**config.mk**
```make
export PLATFORM = sky130hd
export DESIGN_NAME = parallel_interface_adapter_core
export DESIGN_NICKNAME = d
export VERILOG_FILES = /design/src/hdl/pia_pkg.sv /design/src/hdl/parallel_interface_adapter_core.sv
export SDC_FILE = /design/constraint.sdc
export NUM_CORES = 1
export LEC_CHECK = 0
export BUFFER_PORTS_ARGS = -buffer_cell sky130_fd_sc_hd__buf_2
export CAP_MARGIN = 15
export CORE_MARGIN = 4
export CORE_UTILIZATION = 50
export CTS_CLUSTER_SIZE = 30
export DETAILED_ROUTE_END_ITERATION = 12
export GPL_TIMING_DRIVEN = 0
export PLACE_DENSITY = 0.73
export SLEW_MARGIN = 30
export SYNTH_ARGS = -nofsm -noshare
export SYNTH_HDL_FRONTEND = slang
export SYNTH_SLANG_ARGS = --single-unit
```
**constraint.sdc**
```tcl
create_clock -name clock -period 3.36 [get_ports clock]
set_input_delay 0.672 -clock clock [delete_from_list [all_inputs] [get_ports clock]]
set_output_delay 0.672 -clock clock [all_outputs]
set_load 0.01 [all_outputs]
```
**src/hdl/pia_pkg.sv**
```systemverilog
// ----------------------------------------------------------------------------
// pia_pkg
// Types and constants shared by the parallel interface adapter.
// ----------------------------------------------------------------------------
package pia_pkg;

   // Operation codes
   localparam logic [2:0] OP_READ  = 3'd0;
   localparam logic [2:0] OP_WRITE = 3'd1;
   localparam logic [2:0] OP_C1    = 3'd2;
   localparam logic [2:0] OP_C2    = 3'd3;
   localparam logic [2:0] OP_TICK  = 3'd4;

   // Register select
   localparam logic [1:0] ADDR_PORT_A = 2'd0;
   localparam logic [1:0] ADDR_CTL_A  = 2'd1;
   localparam logic [1:0] ADDR_PORT_B = 2'd2;
   localparam logic [1:0] ADDR_CTL_B  = 2'd3;

   localparam logic SIDE_A = 1'b0;
   localparam logic SIDE_B = 1'b1;

   // Control register bits
   localparam int CR_IRQ1_EN  = 0;
   localparam int CR_C1_POL   = 1;
   localparam int CR_PORT_SEL = 2;
   localparam int CR_C2_B3    = 3;
   localparam int CR_C2_B4    = 4;
   localparam int CR_C2_OUT   = 5;

   localparam logic [2:0] C2_MODE_C1_RESTORE = 3'b100;
   localparam logic [1:0] C2_MODE_STROBE     = 2'b10;

   // Strobe and restore delays in ticks
   localparam logic [5:0] STROBE_DELAY_A  = 6'd8;
   localparam logic [5:0] RESTORE_DELAY_A = 6'd24;
   localparam logic [5:0] STROBE_DELAY_B  = 6'd16;
   localparam logic [5:0] RESTORE_DELAY_B = 6'd48;

   localparam int IRQ_DELAY_TICKS_DEF = 14;

   typedef struct packed {
      logic [2:0] operation;
      logic [1:0] address;
      logic [7:0] write_data;
      logic       side;
      logic       level;
      logic [7:0] port_a_pins;
      logic [7:0] port_b_pins;
   } req_type;

   typedef struct packed {
      logic [7:0] read_data;
      logic       irq_a;
      logic       irq_b;
      logic [7:0] port_a_out;
      logic [7:0] port_b_out_source;
      logic [7:0] port_b_out_sink;
      logic       ca2_out;
      logic       cb2_out_source;
      logic       cb2_out_sink;
   } rsp_type;

endpackage

```
**src/hdl/parallel_interface_adapter_core.sv**
```systemverilog
// ----------------------------------------------------------------------------
// parallel_interface_adapter_core
// Two-port peripheral interface adapter, one operation per word.
// ----------------------------------------------------------------------------
// Each request word is one operation: bus read, bus write, C1 level change,
// C2 level sample or one timer tick. The word updates the side A and side B
// register state in a single pass of logic and the resulting read data, IRQ
// lines and pin drives land in a result register in the cycle after the request
// is accepted. One word is taken every clock; the
// only stall is a result word held by rsp_ready low, with the request side
// still open in the cycle the held word is taken. Interrupts assert
// IRQ_DELAY_TICKS tick operations after the active C1/C2 edge.
module parallel_interface_adapter_core #(
   parameter int IRQ_DELAY_TICKS = pia_pkg::IRQ_DELAY_TICKS_DEF
) (
   input  logic             clock,
   input  logic             reset,
   input  logic             req_valid,
   output logic             req_ready,
   input  pia_pkg::req_type req_payload,
   output logic             rsp_valid,
   input  logic             rsp_ready,
   output pia_pkg::rsp_type rsp_payload
);
   import pia_pkg::*;

   localparam logic [7:0] IrqLoad = 8'(IRQ_DELAY_TICKS);

   logic [1:0][5:0] ctl_ff, ctl_in;
   logic [1:0][7:0] ddr_ff, ddr_in;
   logic [1:0][7:0] ord_ff, ord_in;
   logic [1:0]      c1_ff, c1_in;
   logic [1:0]      c2_ff, c2_in;
   logic [1:0]      f1_ff, f1_in;
   logic [1:0]      f2_ff, f2_in;
   logic [1:0]      irq_ff, irq_in;
   logic [1:0]      c2src_ff, c2src_in;
   logic [1:0]      c2snk_ff, c2snk_in;
   logic [1:0][7:0] irqcnt_ff, irqcnt_in;
   logic [1:0][5:0] stbcnt_ff, stbcnt_in;
   logic [1:0][5:0] rstcnt_ff, rstcnt_in;

   logic    rsp_valid_ff;
   rsp_type rsp_ff, rsp_in;
   logic    accept;

   assign req_ready   = !rsp_valid_ff || rsp_ready;
   assign accept      = req_valid && req_ready;
   assign rsp_valid   = rsp_valid_ff;
   assign rsp_payload = rsp_ff;

   always_comb begin
      logic [7:0] rd;
      logic [7:0] a_drive;
      logic [7:0] d;
      logic       sd;
      logic       do_c2;
      logic       c2_sd;
      logic       c2_lv;
      logic       v;
      logic [5:0] cr;

      ctl_in    = ctl_ff;
      ddr_in    = ddr_ff;
      ord_in    = ord_ff;
      c1_in     = c1_ff;
      c2_in     = c2_ff;
      f1_in     = f1_ff;
      f2_in     = f2_ff;
      irq_in    = irq_ff;
      c2src_in  = c2src_ff;
      c2snk_in  = c2snk_ff;
      irqcnt_in = irqcnt_ff;
      stbcnt_in = stbcnt_ff;
      rstcnt_in = rstcnt_ff;

      rd      = 8'h00;
      a_drive = ~(~ord_ff[SIDE_A] & ddr_ff[SIDE_A]);
      d       = req_payload.write_data;
      sd      = req_payload.side;
      do_c2   = 1'b0;
      c2_sd   = req_payload.side;
      c2_lv   = req_payload.level;
      v       = 1'b1;
      cr      = '0;

      if (accept) begin
         unique case (req_payload.operation)
            OP_READ: begin
               unique case (req_payload.address)
                  ADDR_PORT_A: begin
                     if (!ctl_ff[SIDE_A][CR_PORT_SEL]) begin
                        rd = ddr_ff[SIDE_A];
                     end else begin
                        f1_in[SIDE_A]  = 1'b0;
                        f2_in[SIDE_A]  = 1'b0;
                        irq_in[SIDE_A] = 1'b0;
                        // port A read in strobe mode
                        if (ctl_ff[SIDE_A][CR_C2_OUT:CR_C2_B4] == C2_MODE_STROBE) begin
                           stbcnt_in[SIDE_A] = STROBE_DELAY_A;
                           rstcnt_in[SIDE_A] = ctl_ff[SIDE_A][CR_C2_B3] ?
                                               RESTORE_DELAY_A : 6'd0;
                        end
                        rd = a_drive & req_payload.port_a_pins;
                     end
                  end
                  ADDR_CTL_A: begin
                     rd = {f1_ff[SIDE_A], f2_ff[SIDE_A], ctl_ff[SIDE_A]};
                  end
                  ADDR_PORT_B: begin
                     if (!ctl_ff[SIDE_B][CR_PORT_SEL]) begin
                        rd = ddr_ff[SIDE_B];
                     end else begin
                        f1_in[SIDE_B]  = 1'b0;
                        f2_in[SIDE_B]  = 1'b0;
                        irq_in[SIDE_B] = 1'b0;
                        rd = (ord_ff[SIDE_B] & ddr_ff[SIDE_B]) |
                             (req_payload.port_b_pins & ~ddr_ff[SIDE_B]);
                     end
                  end
                  ADDR_CTL_B: begin
                     rd = {f1_ff[SIDE_B], f2_ff[SIDE_B], ctl_ff[SIDE_B]};
                  end
               endcase
            end
            OP_WRITE: begin
               unique case (req_payload.address)
                  ADDR_PORT_A: begin
                     if (!ctl_ff[SIDE_A][CR_PORT_SEL]) ddr_in[SIDE_A] = d;
                     else                               ord_in[SIDE_A] = d;
                  end
                  ADDR_PORT_B: begin
                     if (!ctl_ff[SIDE_B][CR_PORT_SEL]) begin
                        ddr_in[SIDE_B] = d;
                     end else begin
                        ord_in[SIDE_B] = d;
                        // port B write in strobe mode
                        if (ctl_ff[SIDE_B][CR_C2_OUT:CR_C2_B4] == C2_MODE_STROBE) begin
                           stbcnt_in[SIDE_B] = STROBE_DELAY_B;
                           rstcnt_in[SIDE_B] = ctl_ff[SIDE_B][CR_C2_B3] ?
                                               RESTORE_DELAY_B : 6'd0;
                        end
                     end
                  end
                  ADDR_CTL_A, ADDR_CTL_B: begin
                     sd         = req_payload.address[1];
                     ctl_in[sd] = d[5:0];
                     if (d[CR_C2_OUT]) f2_in[sd] = 1'b0;
                     if (d[CR_IRQ1_EN]) begin
                        irq_in[sd] = irq_ff[sd] | f1_ff[sd];
                     end else if (!d[CR_C2_OUT] && d[CR_C2_B3]) begin
                        irq_in[sd] = irq_ff[sd] | f2_in[sd];
                     end else begin
                        irq_in[sd] = 1'b0;
                     end
                     if (d[CR_C2_OUT]) begin
                        v            = d[CR_C2_B4] ? d[CR_C2_B3] : 1'b1;
                        c2snk_in[sd] = v;
                        if (sd == SIDE_B) c2src_in[sd] = v;
                     end else begin
                        c2snk_in[sd] = 1'b1;
                        if (sd == SIDE_B) c2src_in[sd] = 1'b0;
                        // C2 becomes an input: sample the supplied level
                        do_c2 = 1'b1;
                        c2_sd = sd;
                     end
                  end
               endcase
            end
            OP_C1: begin
               if (req_payload.level != c1_ff[sd]) begin
                  c1_in[sd] = req_payload.level;
                  if (ctl_ff[sd][CR_C1_POL] == req_payload.level) begin
                     if (ctl_ff[sd][CR_C2_OUT:CR_C2_B3] == C2_MODE_C1_RESTORE) begin
                        c2src_in[sd] = 1'b1;
                        c2snk_in[sd] = 1'b1;
                     end
                     f1_in[sd] = 1'b1;
                     if (ctl_ff[sd][CR_IRQ1_EN]) begin
                        if (irqcnt_ff[sd] == 8'd0) irqcnt_in[sd] = IrqLoad;
                     end else begin
                        irq_in[sd] = 1'b0;
                     end
                  end
               end
            end
            OP_C2: begin
               do_c2 = 1'b1;
            end
            OP_TICK: begin
               // per side: IRQ expiry, then restore, then strobe
               for (int s = 0; s < 2; s++) begin
                  if (irqcnt_ff[s] != 8'd0) begin
                     irqcnt_in[s] = irqcnt_ff[s] - 8'd1;
                     if (irqcnt_ff[s] == 8'd1) irq_in[s] = 1'b1;
                  end
                  if (rstcnt_ff[s] != 6'd0) begin
                     rstcnt_in[s] = rstcnt_ff[s] - 6'd1;
                     if (rstcnt_ff[s] == 6'd1) begin
                        c2src_in[s] = 1'b1;
                        c2snk_in[s] = 1'b1;
                     end
                  end
                  if (stbcnt_ff[s] != 6'd0) begin
                     stbcnt_in[s] = stbcnt_ff[s] - 6'd1;
                     if (stbcnt_ff[s] == 6'd1) begin
                        c2src_in[s] = 1'b0;
                        c2snk_in[s] = 1'b0;
                     end
                  end
               end
            end
            default: begin
               // unknown operation: hold all state
            end
         endcase

         if (do_c2) begin
            cr = ctl_in[c2_sd];
            if (cr[CR_C2_OUT]) begin
               f2_in[c2_sd] = 1'b0;
            end else if (c2_lv != c2_ff[c2_sd]) begin
               c2_in[c2_sd] = c2_lv;
               if (cr[CR_C2_B4] == c2_lv) begin
                  f2_in[c2_sd] = 1'b1;
                  if (cr[CR_C2_B3]) begin
                     if (irqcnt_in[c2_sd] == 8'd0) irqcnt_in[c2_sd] = IrqLoad;
                  end else begin
                     irq_in[c2_sd] = 1'b0;
                  end
               end
            end
         end
      end

      rsp_in.read_data         = rd;
      rsp_in.irq_a             = irq_in[SIDE_A];
      rsp_in.irq_b             = irq_in[SIDE_B];
      rsp_in.port_a_out        = ~(~ord_in[SIDE_A] & ddr_in[SIDE_A]);
      rsp_in.port_b_out_source = ord_in[SIDE_B] & ddr_in[SIDE_B];
      rsp_in.port_b_out_sink   = ord_in[SIDE_B] | ~ddr_in[SIDE_B];
      rsp_in.ca2_out           = c2snk_in[SIDE_A];
      rsp_in.cb2_out_source    = c2src_in[SIDE_B];
      rsp_in.cb2_out_sink      = c2snk_in[SIDE_B];
   end

   always_ff @(posedge clock) begin
      if (reset) begin
         ctl_ff       <= '0;
         ddr_ff       <= '0;
         ord_ff       <= '0;
         c1_ff        <= '0;
         c2_ff        <= '0;
         f1_ff        <= '0;
         f2_ff        <= '0;
         irq_ff       <= '0;
         c2src_ff     <= '0;
         c2snk_ff     <= '1;
         irqcnt_ff    <= '0;
         stbcnt_ff    <= '0;
         rstcnt_ff    <= '0;
         rsp_valid_ff <= 1'b0;
      end else begin
         ctl_ff    <= ctl_in;
         ddr_ff    <= ddr_in;
         ord_ff    <= ord_in;
         c1_ff     <= c1_in;
         c2_ff     <= c2_in;
         f1_ff     <= f1_in;
         f2_ff     <= f2_in;
         irq_ff    <= irq_in;
         c2src_ff  <= c2src_in;
         c2snk_ff  <= c2snk_in;
         irqcnt_ff <= irqcnt_in;
         stbcnt_ff <= stbcnt_in;
         rstcnt_ff <= rstcnt_in;
         if (accept)         rsp_valid_ff <= 1'b1;
         else if (rsp_ready) rsp_valid_ff <= 1'b0;
      end
   end

   always_ff @(posedge clock) begin
      if (accept) rsp_ff <= rsp_in;
   end

   // every accepted word yields a result word in the next cycle
   a_accept_gives_rsp: assert property (@(posedge clock) disable iff (reset)
      accept |=> rsp_valid)
      else $error("accepted request produced no result");

   // a result that is taken with nothing new behind it is gone
   a_rsp_drains: assert property (@(posedge clock) disable iff (reset)
      (rsp_valid && rsp_ready && !accept) |=> !rsp_valid)
      else $error("result repeated");

   // a waiting result is never overwritten
   a_no_overwrite: assert property (@(posedge clock) disable iff (reset)
      (rsp_valid && !rsp_ready) |-> !req_ready)
      else $error("request accepted over a held result");

   // IRQ countdown only runs from a load of the configured delay or below it
   a_irq_cnt_range: assert property (@(posedge clock) disable iff (reset)
      (irqcnt_ff[SIDE_A] <= IrqLoad) && (irqcnt_ff[SIDE_B] <= IrqLoad))
      else $error("irq countdown out of range");

endmodule

```
# == Word-level counts from Yosys, hierarchy flattened ==
# Index checks and enable logic that the tools add are counted.
# totals
reg_bits,136
inputBits,35
out_inout_bits,39
# op_classes
add_sub_neg,6
magnitude_cmp,6
eq_ne,37
n_mux,178
bitwise,37
reduce_logical,33
# op_table
op,count
two-way mux 16 bit,15
two-way mux 8 bit,18
two-way mux 6 bit,22
two-way mux 2 bit,39
two-way mux 1 bit,55
bitwise AND 8 bit,6
inverter 8 bit,6
one-hot mux 6 bit (2 select lines),4
two-way mux 12 bit,3
AND reduction 6 bit,6
one-hot mux 16 bit (2 select lines),1
one-hot mux 8 bit (4 select lines),1
inequality test 2 bit (second input constant),15
== test 6 x 1 -> 1 bit (second input constant),4
nonzero test 6 bit,4
subtractor 6 x 1 -> 6 bit (second input constant),4
bitwise AND 10 bit,2
inverter 10 bit,2
demux 8 bit (select 1 bit),2
== test 8 x 1 -> 1 bit (second input constant),2
zero test 8 bit,2
bitwise OR 8 bit,2
nonzero test 8 bit,2
subtractor 8 x 1 -> 8 bit (second input constant),2
36 further kinds,78

# == Logic depth before layout (Yosys ltp) ==
# Gate-level depths: netlist of the first run.
# depth
depth_word,26
ltp_mapped,10
mapped_depth_nobuf,9

# == Worst setup path after synthesis of the first run ==
# No wires, ideal clock.
# synth_timing
path_kind,input -> register
start,input rsp_ready
end,register rsp_ff (netlist bit rsp_payload[0]) (enable)
t_arrival_ps,2769
t_required_ps,2944
slack_ps,175
cell_stages,7
path_cell_list,nor2b_1 > inv_1 > nand2_1 > clkbuf_1 > inv_1 > clkbuf_1 > clkbuf_1
# synth_via
elab_chain_len,2
# synth_rtl
item,line_no,source
"start, declared",parallel_interface_adapter_core.sv:22,"input logic rsp_ready,"
logical OR 1 bit,parallel_interface_adapter_core.sv:47,assign req_ready = !rsp_valid_ff || rsp_ready;
net req_ready,parallel_interface_adapter_core.sv:19,"output logic req_ready,"
logical AND 1 bit,parallel_interface_adapter_core.sv:48,assign accept = req_valid && req_ready;
net accept,parallel_interface_adapter_core.sv:45,logic accept;
"end signal, assigned",parallel_interface_adapter_core.sv:283,if (accept) rsp_ff <= rsp_in;
"end, declared",parallel_interface_adapter_core.sv:44,"rsp_type rsp_ff, rsp_in;"
# The timed path passes the listed nets, and every way through them passes these cells.
# A chain may end at the register's enable or synchronous reset.

# == Worst setup path after layout of the first run ==
# layout_timing
start,"register rsp_valid_ff, in the netlist rsp_valid"
end,register f2_ff[1]
# layout_via
elab_chain_len,3
# layout_rtl
item,line_no,source
"start, declared",parallel_interface_adapter_core.sv:43,logic rsp_valid_ff;
"start signal, assigned",parallel_interface_adapter_core.sv:262,rsp_valid_ff <= 1'b0;
"start signal, assigned",parallel_interface_adapter_core.sv:277,if (accept) rsp_valid_ff <= 1'b1;
"start signal, assigned",parallel_interface_adapter_core.sv:278,else if (rsp_ready) rsp_valid_ff <= 1'b0;
zero test 1 bit,parallel_interface_adapter_core.sv:47,
logical OR 1 bit,parallel_interface_adapter_core.sv:47,
logical AND 1 bit,parallel_interface_adapter_core.sv:48,
net accept,parallel_interface_adapter_core.sv:45,
"end signal, assigned",parallel_interface_adapter_core.sv:270,f2_ff <= f2_in;
"end, declared",parallel_interface_adapter_core.sv:35,"logic [1:0] f2_ff, f2_in;"
# The timed path passes the listed nets, and every way through them passes these cells.

==> results of run 1 <==
metrics by stage:
stage	total power, uW	hold slack [ns]	instances	util
after floorplan	2010	0.449	855	-
after global routing	4310	0.520	1139	0.595
after detailed placement	2140	0.479	1107	0.550
after CTS	4190	0.491	1139	0.595
after global placement	2140	0.478	1107	0.550
final	4190	0.491	1139	0.595
synthesized netlist by cell type (all sizes together) (3+ instances only):
cell	count	area [sq um]
nor3b	8	70.1
o31ai	3	22.5
xor2	10	87.6
o21ai	37	185
a21oi	68	344
or3	7	43.8
or3b	6	52.6
a211o	3	26.3
inv	50	188
o211ai	12	90.1
mux2i	31	310
a31oi	24	163
nand2	62	233
o2111ai	3	26.3
ha	15	188
dfxtp	98	1960
nand3	25	125
and3	6	37.5
or2	6	37.5
nor2b	8	50.1
edfxtp	37	1110
nor4	8	62.6
a2111oi	5	100
nand2b	11	68.8
and2	17	106
buf	18	104
nor3	22	120
o22ai	4	25.0
nand4	4	25.0
nor2	132	495
a221oi	5	50.0
clkbuf	29	109
nand3b	9	67.6
mux4	7	158
a211oi	18	140
xnor2	5	43.8
nor4b	4	35.0
or4	4	33.8
area by class of cell:
class | instances | area, sq um | share of cell area
buffer | 47 | 216 | 0.0250
clock inverter | 15 | 224 | 0.0259
clock buffer | 17 | 425 | 0.0492
multi-input combinational | 623 | 3960 | 0.457
tap | 184 | 230 | 0.0266
inverter | 50 | 188 | 0.0217
timing repair buffer | 68 | 340 | 0.0393
sequential | 135 | 3070 | 0.355
critical path: stages, from the launching register on:
cell	delay, ns
dfxtp_1	0.32
nor2b_1	0.37
inv_1	0.13
nand2_1	0.18
clkbuf_1	0.50
inv_1	0.18
clkbuf_1	0.34
clkbuf_4	0.52
nand2_1	0.19
a21oi_1	0.09
sequential cells by signal, summed over array words and instances, names as in the netlist, 2 cells and up:
name         flops
irqcnt_ff       16
c2snk_ff         2
rstcnt_ff       12
rsp_payload     37
c1_ff            2
irq_ff           2
f1_ff            2
f2_ff            2
ctl_ff          12
ddr_ff          16
c2_ff            2
ord_ff          16
stbcnt_ff       12
layer usage:
layer	part of all wire	vias up	wire length [um]
li1	-	3260	-
met1	0.44	3290	9380
met5	0	-	0
met3	0.096	52	2060
met2	0.45	347	9580
met4	0.022	0	482
kinds of logic after synthesis:
logic type | after synthesis
AND/OR/NAND/NOR | 345
AO/OA/AOI/OAI | 210
flip-flops | 135
buffers and inverters | 97
multiplexers | 38
XOR/XNOR | 15
adder cells (fa/ha/maj) | 15
power by group through the flow:
stage | Clock, uW | Combinational (uW) | Sequential (uW)
after floorplan | 0 | 237 | 1770
after global placement | 0 | 369 | 1770
after detailed placement | 0 | 373 | 1770
after CTS | 2080 | 375 | 1730
after global routing | 2160 | 417 | 1740
final | 2080 | 384 | 1730
path summary, 6_finish.rpt:
check / startpoint / end / slack [ns] / depth (start not counted)
setup / recovery: rsp_valid$_SDFFE_PP0P_ / f2_ff[1]$_SDFFE_PP0P_ / 0.33 / 9
hold / removal: rstcnt_ff[11]$_SDFFE_PP0P_ / rstcnt_ff[11]$_SDFFE_PP0P_ / 0.49 / 2
setup reg to reg: rsp_valid$_SDFFE_PP0P_ / f2_ff[1]$_SDFFE_PP0P_ / 0.33 / 9
hold reg to reg: rstcnt_ff[11]$_SDFFE_PP0P_ / rstcnt_ff[11]$_SDFFE_PP0P_ / 0.49 / 2
==> summary.json, run 1 <==
{
  "pwr": {
    "power_density_mw_per_mm2": 484,
    "power.combinational.fraction": 0.092,
    "portion_of_total_power_attributed_to_sequential_cells": 0.413,
    "power.static_leakage_uw": 0.00320,
    "netSwitchingPower_uw": 1040,
    "vdd_ir_drop_max_mv": 0.334,
    "clkPwrFrac": 0.495,
    "netSwitchingFraction": 0.248,
    "internal_power_of_the_cells_uw": 3150
  },
  "global_routing": {
    "grt_use_met3": 0.0573,
    "grt_first_pass_wirelength_mm": 33.5,
    "grtUsageMet1": 0.365,
    "grt_util_met2": 0.390,
    "grt-busiest-layer": "met2",
    "grt_antenna_before_repair": 0,
    "pin_count_of_the_biggest_net_entering_global_routing": 47,
    "overflow": 0,
    "vias_in_the_first_global_route": 6417,
    "grt_usage": 0.257
  },
  "final_layout": {
    "antenna_cells_inserted": 0,
    "finish.net_count": 992,
    "mostFrequentLayoutCells": "132 x nor2_1, 98 x dfxtp_1, 79 x buf_2",
    "fillers": 1296,
    "layout.cell_area.non_filler_sq_mm": 0.00865,
    "layout_commonest_cell": "nor2_1",
    "synthToLayoutAreaGrowth_pct": 16.5,
    "drive_gt1_frac": 0.159
  },
  "worst_setup_path": {
    "critPathLaunchType": "flip-flop",
    "worstPathMaxFanout": 46,
    "arrival_ns": 3.30,
    "data_required_time_of_the_critical_path_ns": 3.63,
    "worst-setup-path-type": "reg2reg",
    "critical_path.endpoint_type": "flip-flop"
  },
  "cts": {
    "cts-root-buf": "clkbuf_16",
    "worst_skew_pair.late_latency_ns": 0.43,
    "cts_inserted_buffers": 17,
    "cts_num_sinks": 135,
    "post-cts-setup-buffer-count": 0,
    "post_cts.resized_instances": 0,
    "clk_slew_on_worst_s_h_paths_ns": 0.06,
    "ctsHoldBuffers": 0,
    "clock_tree_from_tritoncts": "done",
    "cts.path.max_buffers": 2,
    "htreeDepth": 4
  },
  "timing": {
    "tightestPinTransition_ns": 0.936,
    "post_route_worst_setup_slack_ns": 0.328,
    "setup_viol": 0,
    "drv_slew": 0,
    "fmax_mhz": 330,
    "setup-tns-final_ns": 0,
    "relSlewSlack": 0.375,
    "fin_worst_skew_ns": 0.00675,
    "hold_violations": 0,
    "min_period_over_period": 0.902,
    "period_minus_slack_ns": 3.03,
    "setup_repair_after_global_routing_missed_its_margin": "false"
  },
  "synthesis": {
    "compound_gate_portion_of_the_synthesized_area": 0.194,
    "post_synth_fa_ha_maj_area_fraction": 0.0253,
    "ys_async_sr_fraction": 0,
    "ys.warnings.count": 0,
    "synthesized_cell_area_sq_mm": 0.00742,
    "synth.distinct_cells": 79,
    "avgSynthCellArea_sq_um": 8.68,
    "synth.yosys.seq_area_share": 0.414,
    "synth_simple_gate_area_frac": 0.233,
    "synth.mux.area_fraction": 0.0630,
    "synth_enable_flop_cells": 37,
    "synthFlopType": "dfxtp_1",
    "synth_xor_xnor_area_share": 0.0177,
    "synth_nets": 905,
    "netlist_instances": 855,
    "synth-seq-cells": 135,
    "synth_top_family_by_area": "simple AND/OR/NAND/NOR gates"
  },
  "floorplanning": {
    "die_x_um": 130,
    "initial_cell_density_of_the_core": 0.511,
    "ioPinCount": 74,
    "dieArea_sq_mm": 0.0169,
    "placement_rows": 44,
    "core_ar_sq_mm": 0.0145,
    "die_height_um": 130
  },
  "route": {
    "vias": 6949,
    "detail_route.iter0.violations": 886,
    "drt_wl_total_mm": 21.5,
    "routedWlPerCell_um": 18.9,
    "drtAntennaViolNets": 0,
    "route.detailed.drc": 0,
    "firstDrtPassIters": 7,
    "via_per_inst": 6.10
  },
  "job": {
    "max_cap_violations": 0
  },
  "hold_path": {
    "hold_path.class": "reg2reg"
  },
  "placement": {
    "placement.io_buffers": 68,
    "pre_cts_ws_ns": -0.0604,
    "dp_hpwl_mm": 15.1,
    "dpl_cell_area_sq_mm": 0.00800,
    "routabilityCongestion": 0.920
  },
  "status": {
    "status": "finished clean"
  }
}
No activity file was read; power rests on OpenSTA's default activity.
==> run 2, diff against run 1 <==
--- a/config.mk
+++ b/config.mk
@@ -8,11 +8,11 @@
 export BUFFER_PORTS_ARGS = -buffer_cell sky130_fd_sc_hd__buf_2
 export CAP_MARGIN = 15
 export CORE_MARGIN = 4
-export CORE_UTILIZATION = 50
+export CORE_UTILIZATION = 28
 export CTS_CLUSTER_SIZE = 30
 export DETAILED_ROUTE_END_ITERATION = 12
 export GPL_TIMING_DRIVEN = 0
-export PLACE_DENSITY = 0.73
+export PLACE_DENSITY = 0.48
 export SLEW_MARGIN = 30
 export SYNTH_ARGS = -nofsm -noshare
 export SYNTH_HDL_FRONTEND = slang
==> run 2 against run 1 <==
Against the previous run: clock power decreased by 2%; critical path depth up 1; first-iteration DRC count shrank 46%; sequential share of layout area is 0.81 points lower; total power fell by 0.49%; via count decreased by 4.5%; global-route usage down 9.0 points; count of clock-buffer cells in the layout stayed put; register-to-register slack better by 0.06 ns; wire length increased by 14%; largest power group unchanged.
==> summary.json, run 2 (synthesized netlist as in run 1, its figures left out) <==
{
  "final_layout": {
    "largest_reg_flops": 37,
    "drive_gt1_frac": 0.162,
    "mostFrequentLayoutCells": "132 x nor2_1, 98 x dfxtp_1, 79 x buf_2",
    "ff_latch_area_sq_mm": 0.00307,
    "multi_input_logic_area_sq_mm": 0.00396,
    "finish.net_count": 993,
    "fillers": 2695,
    "antenna_cells_inserted": 0,
    "layoutNonFillerInstCount": 1291,
    "layout_commonest_cell": "nor2_1",
    "synthToLayoutAreaGrowth_pct": 19.3
  },
  "pwr": {
    "portion_of_total_power_attributed_to_sequential_cells": 0.415,
    "vdd_ir_drop_max_mv": 0.339,
    "netSwitchingFraction": 0.271,
    "power_density_mw_per_mm2": 471,
    "power.static_leakage_uw": 0.00321,
    "internal_power_of_the_cells_uw": 3040,
    "clkPwrFrac": 0.490,
    "power.combinational.fraction": 0.095,
    "netSwitchingPower_uw": 1130
  },
  "cts": {
    "ctsHoldBuffers": 0,
    "cts_inserted_buffers": 17,
    "cts-root-buf": "clkbuf_16",
    "post_cts.resized_instances": 0,
    "cts_num_sinks": 135,
    "worst_skew_pair.late_latency_ns": 0.43,
    "cts.path.max_buffers": 2,
    "post-cts-setup-buffer-count": 0,
    "clock_tree_from_tritoncts": "done",
    "htreeDepth": 4,
    "clk_slew_on_worst_s_h_paths_ns": 0.06
  },
  "worst_setup_path": {
    "critical_path.max_stage_delay_ns": 0.49,
    "worstPathMaxFanout": 43,
    "arrival_ns": 3.24,
    "cp_slowest_cell": "clkbuf_1",
    "worst-setup-path-type": "reg2reg",
    "critical_path.endpoint_type": "flip-flop",
    "critPathLaunchType": "flip-flop",
    "worst_setup_path_startpoint": "rsp_valid$_SDFFE_PP0P_",
    "worst_r2r_startpoint": "rsp_valid$_SDFFE_PP0P_",
    "path_cells": "nor2b_1 > inv_1 > nand2_1 > clkbuf_1 > inv_1 > clkbuf_1 > clkbuf_4 > buf_16 > nand2_1 > a21oi_1",
    "data_required_time_of_the_critical_path_ns": 3.63
  },
  "placement": {
    "place.detailed.instances": 1259,
    "placement.io_buffers": 68,
    "dp_hpwl_mm": 17.8,
    "routabilityCongestion": 0.870,
    "pre_cts_ws_ns": -0.0311
  },
  "timing": {
    "setup-tns-final_ns": 0,
    "fmax_mhz": 337,
    "min_period_over_period": 0.883,
    "tightestPinTransition_ns": 0.874,
    "period_minus_slack_ns": 2.97,
    "fin_worst_skew_ns": 0.00749,
    "holdWs_ns": 0.501,
    "setup_viol": 0,
    "drv_slew": 0,
    "hold_violations": 0,
    "setup_repair_after_global_routing_missed_its_margin": "false",
    "post_route_worst_setup_slack_ns": 0.392,
    "relSlewSlack": 0.417
  },
  "job": {
    "max_cap_violations": 0
  },
  "route": {
    "route.detailed.drc": 0,
    "drt_wl_total_mm": 24.4,
    "routedWlPerCell_um": 18.9,
    "via_per_inst": 5.14,
    "drtAntennaViolNets": 0,
    "firstDrtPassIters": 6,
    "detail_route.iter0.violations": 477,
    "vias": 6633
  },
  "floorplanning": {
    "die_height_um": 171,
    "initial_cell_density_of_the_core": 0.285,
    "core_ar_sq_mm": 0.0261,
    "die_x_um": 171,
    "ioPinCount": 74,
    "placement_rows": 59,
    "dieArea_sq_mm": 0.0292
  },
  "hold_path": {
    "hold_path.class": "reg2reg",
    "hp-start": "rstcnt_ff[11]$_SDFFE_PP0P_"
  },
  "global_routing": {
    "vias_in_the_first_global_route": 6327,
    "grt_first_pass_wirelength_mm": 37.3,
    "grt_usage": 0.167,
    "pin_count_of_the_biggest_net_entering_global_routing": 44,
    "overflow": 0,
    "grt_antenna_before_repair": 0
  },
  "status": {
    "status": "finished clean"
  }
}
[run 2: cell count changes in the layout (fill, tap and decap cells not counted), sizes merged]
cell,previous run,this run
bufinv,5,3
buf,86,87
inv,53,58
clkinv,4,3
clkinvlp,3,1
[run 2: final cells by class]
cell class              count  share of cell area
inverters                  50              0.0212
repair buffers             69              0.0415
multi-input cells         623               0.447
clock inverters            15              0.0236
well taps                 335              0.0473
plain buffers              47              0.0244
flip-flops and latches    135               0.347
clock buffers              17              0.0480
[run 2: routing by layer]
metal / part of all wire / vias to the layer above / global-route usage
li1: - / 3257 / -
met1: 0.48 / 3177 / 0.237
met2: 0.47 / 174 / 0.265
met3: 0.043 / 25 / 0.0259
met4: 0.014 / 0 / 0.0448
met5: 0 / - / 0
[run 2: power by group through the flow]
stage	clock (uW)	sequential, uW	combinational [uW]
finish	2040	1730	396
CTS	2090	1730	397
global route	2160	1730	435
floorplan	0	1770	237
global placement	0	1770	391
detailed placement	0	1770	395
[run 2: through the flow]
stage,total power [uW],util,area (sq um)
2_1_floorplan,2010,-,7420
3_3_place_gp,2160,0.314,8180
3_5_place_dp,2160,0.315,8220
4_1_cts,4220,0.340,8850
5_1_grt,4330,0.340,8850
6_report,4170,0.340,8850
[run 2: path summary, 6_finish.rpt]
path / end / slack (ns) / cells past startpoint
hold / removal: rstcnt_ff[11]$_SDFFE_PP0P_ / 0.50 / 2
hold reg to reg: rstcnt_ff[11]$_SDFFE_PP0P_ / 0.50 / 2
setup reg to reg: f2_ff[1]$_SDFFE_PP0P_ / 0.39 / 10
setup / recovery: f2_ff[1]$_SDFFE_PP0P_ / 0.39 / 10
[run 2: critical path: cells and delay by family (launching register included)]
family          cells  cell delay, ns
compound gates      1            0.06
buf+inv             6            1.65
flops               1            0.33
simple gates        3            0.73
==> run 3, diff against run 2 <==
==> constraint.sdc (replaced) <==
create_clock -name clock -period 3.36 [get_ports clock]
set_input_delay 0.672 -clock clock [delete_from_list [all_inputs] [get_ports clock]]
set_output_delay 0.672 -clock clock [all_outputs]
set_load 0.1 [all_outputs]
==> run 3 against run 2 <==
Against the previous run: core utilization decreased by 0.23 points; cell count decreased by 0.15%; register-to-register slack improved by 0.03 ns; non-clock buffer count decreased by 2; first-iteration DRC count decreased by 8.2%.
==> summary.json, run 3 (synthesized netlist as in run 1, its figures left out) <==
{
  "final_layout": {
    "synthToLayoutAreaGrowth_pct": 18.5,
    "finish.net_count": 991,
    "largest_reg_flops": 37,
    "ff_latch_area_sq_mm": 0.00307,
    "mostFrequentLayoutCells": "132 x nor2_1, 97 x dfxtp_1, 79 x buf_2",
    "drive_gt1_frac": 0.162,
    "layout_commonest_cell": "nor2_1",
    "fillers": 2736,
    "layoutNonFillerInstCount": 1289,
    "multi_input_logic_area_sq_mm": 0.00396,
    "antenna_cells_inserted": 0
  },
  "floorplanning": {
    "dieArea_sq_mm": 0.0292,
    "initial_cell_density_of_the_core": 0.285,
    "die_x_um": 171,
    "ioPinCount": 74,
    "die_height_um": 171,
    "placement_rows": 59,
    "core_ar_sq_mm": 0.0261
  },
  "timing": {
    "post_route_worst_setup_slack_ns": 0.386,
    "drv_slew": 0,
    "min_period_over_period": 0.885,
    "tightestPinTransition_ns": 0.893,
    "hold_violations": 0,
    "setup_repair_after_global_routing_missed_its_margin": "false",
    "setup-tns-final_ns": 0,
    "setup_viol": 0,
    "holdWs_ns": 0.492,
    "period_minus_slack_ns": 2.97,
    "fin_worst_skew_ns": 0.00849,
    "relSlewSlack": 0.403,
    "fmax_mhz": 336
  },
  "placement": {
    "pre_cts_ws_ns": -0.255,
    "routabilityCongestion": 0.877,
    "dp_hpwl_mm": 17.7,
    "placement.io_buffers": 68,
    "place.detailed.instances": 1258
  },
  "cts": {
    "clk_slew_on_worst_s_h_paths_ns": 0.06,
    "cts_num_sinks": 135,
    "worst_skew_pair.late_latency_ns": 0.43,
    "clock_tree_from_tritoncts": "done",
    "ctsHoldBuffers": 0,
    "post-cts-setup-buffer-count": 0,
    "cts-root-buf": "clkbuf_16",
    "post_cts.resized_instances": 0,
    "htreeDepth": 4,
    "cts.path.max_buffers": 2,
    "cts_inserted_buffers": 17
  },
  "route": {
    "firstDrtPassIters": 5,
    "detail_route.iter0.violations": 438,
    "route.detailed.drc": 0,
    "drtAntennaViolNets": 0,
    "routedWlPerCell_um": 18.9,
    "drt_wl_total_mm": 24.4,
    "via_per_inst": 5.15,
    "vias": 6640
  },
  "hold_path": {
    "hold_path.class": "reg2reg"
  },
  "global_routing": {
    "overflow": 0,
    "grt_antenna_before_repair": 0,
    "grt_first_pass_wirelength_mm": 38.1,
    "grt_usage": 0.170,
    "pin_count_of_the_biggest_net_entering_global_routing": 47,
    "vias_in_the_first_global_route": 6477
  },
  "worst_setup_path": {
    "critical_path.endpoint_type": "flip-flop",
    "worst-setup-path-type": "in2reg",
    "data_required_time_of_the_critical_path_ns": 3.65,
    "critPathLaunchType": "input port",
    "arrival_ns": 3.26,
    "worstPathMaxFanout": 10
  },
  "job": {
    "max_cap_violations": 0
  },
  "pwr": {
    "power_density_mw_per_mm2": 473,
    "finalPower_uw": 4160,
    "vdd_ir_drop_max_mv": 0.320,
    "power.static_leakage_uw": 0.00318
  },
  "status": {
    "status": "finished clean"
  }
}
-- run 3: cell count changes in the layout (fill, tap and decap cells not counted) --
cell	before	now
clkinvlp_4	1	2
bufinv_16	3	1
inv_4	0	1
clkbuf_16	17	18
buf_16	1	0
dfxtp_1	98	97
inv_6	5	4
dfxtp_2	0	1
clkbuf_1	28	27
-- run 3: path summary, 6_finish.rpt --
kind                            slack [ns]              startpoint                   endpoint  cells past startpoint
worst min register to register        0.49   f2_ff[0]$_SDFFE_PP0P_      f2_ff[0]$_SDFFE_PP0P_                      2
worst max-delay path                  0.39         req_payload[29]  irqcnt_ff[3]$_SDFFE_PP0P_                      9
worst max register to register        0.42  rsp_valid$_SDFFE_PP0P_    ctl_ff[11]$_SDFFE_PP0P_                      8
worst min-delay path                  0.49   f2_ff[0]$_SDFFE_PP0P_      f2_ff[0]$_SDFFE_PP0P_                      2
-- run 3: critical path: stages --
cell and delay [ns]:
buf_2 0.13, buf_6 0.14, nor3b_1 0.72, buf_2 0.43
nand2_1 0.15, a211oi_1 0.29, nor4_1 0.13, o2111ai_1 0.46
a211oi_1 0.13
-- run 3: cell type report --
| class | count | share of cell area |
|---|---|---|
| timing repair buffer | 68 | 0.0387 |
| clock inverter | 14 | 0.0175 |
| clock buffer | 18 | 0.0512 |
| buffer | 46 | 0.0242 |
| sequential | 135 | 0.350 |
| inverter | 50 | 0.0213 |
| multi-input combinational | 623 | 0.450 |
| tap | 335 | 0.0477 |
-- run 3: report_power, final --
| group | switching [uW] | internal, uW |
|---|---|---|
| clock network | 832 | 1100 |
| logic | 374 | 126 |
| registers | 26.4 | 1710 |
-- run 3: layer usage --
layer	up-vias	part of all wire	track usage
met5	-	0	0
met4	0	0.016	0.0482
met3	25	0.036	0.0282
met2	163	0.46	0.271
met1	3200	0.49	0.238
li1	3252	-	-
-- run 3: per-stage QoR --
step	util	cell area (sq um)
floorplan	-	7430
global placement	0.314	8190
detailed placement	0.314	8190
CTS	0.338	8800
global route	0.337	8790
finish	0.337	8790
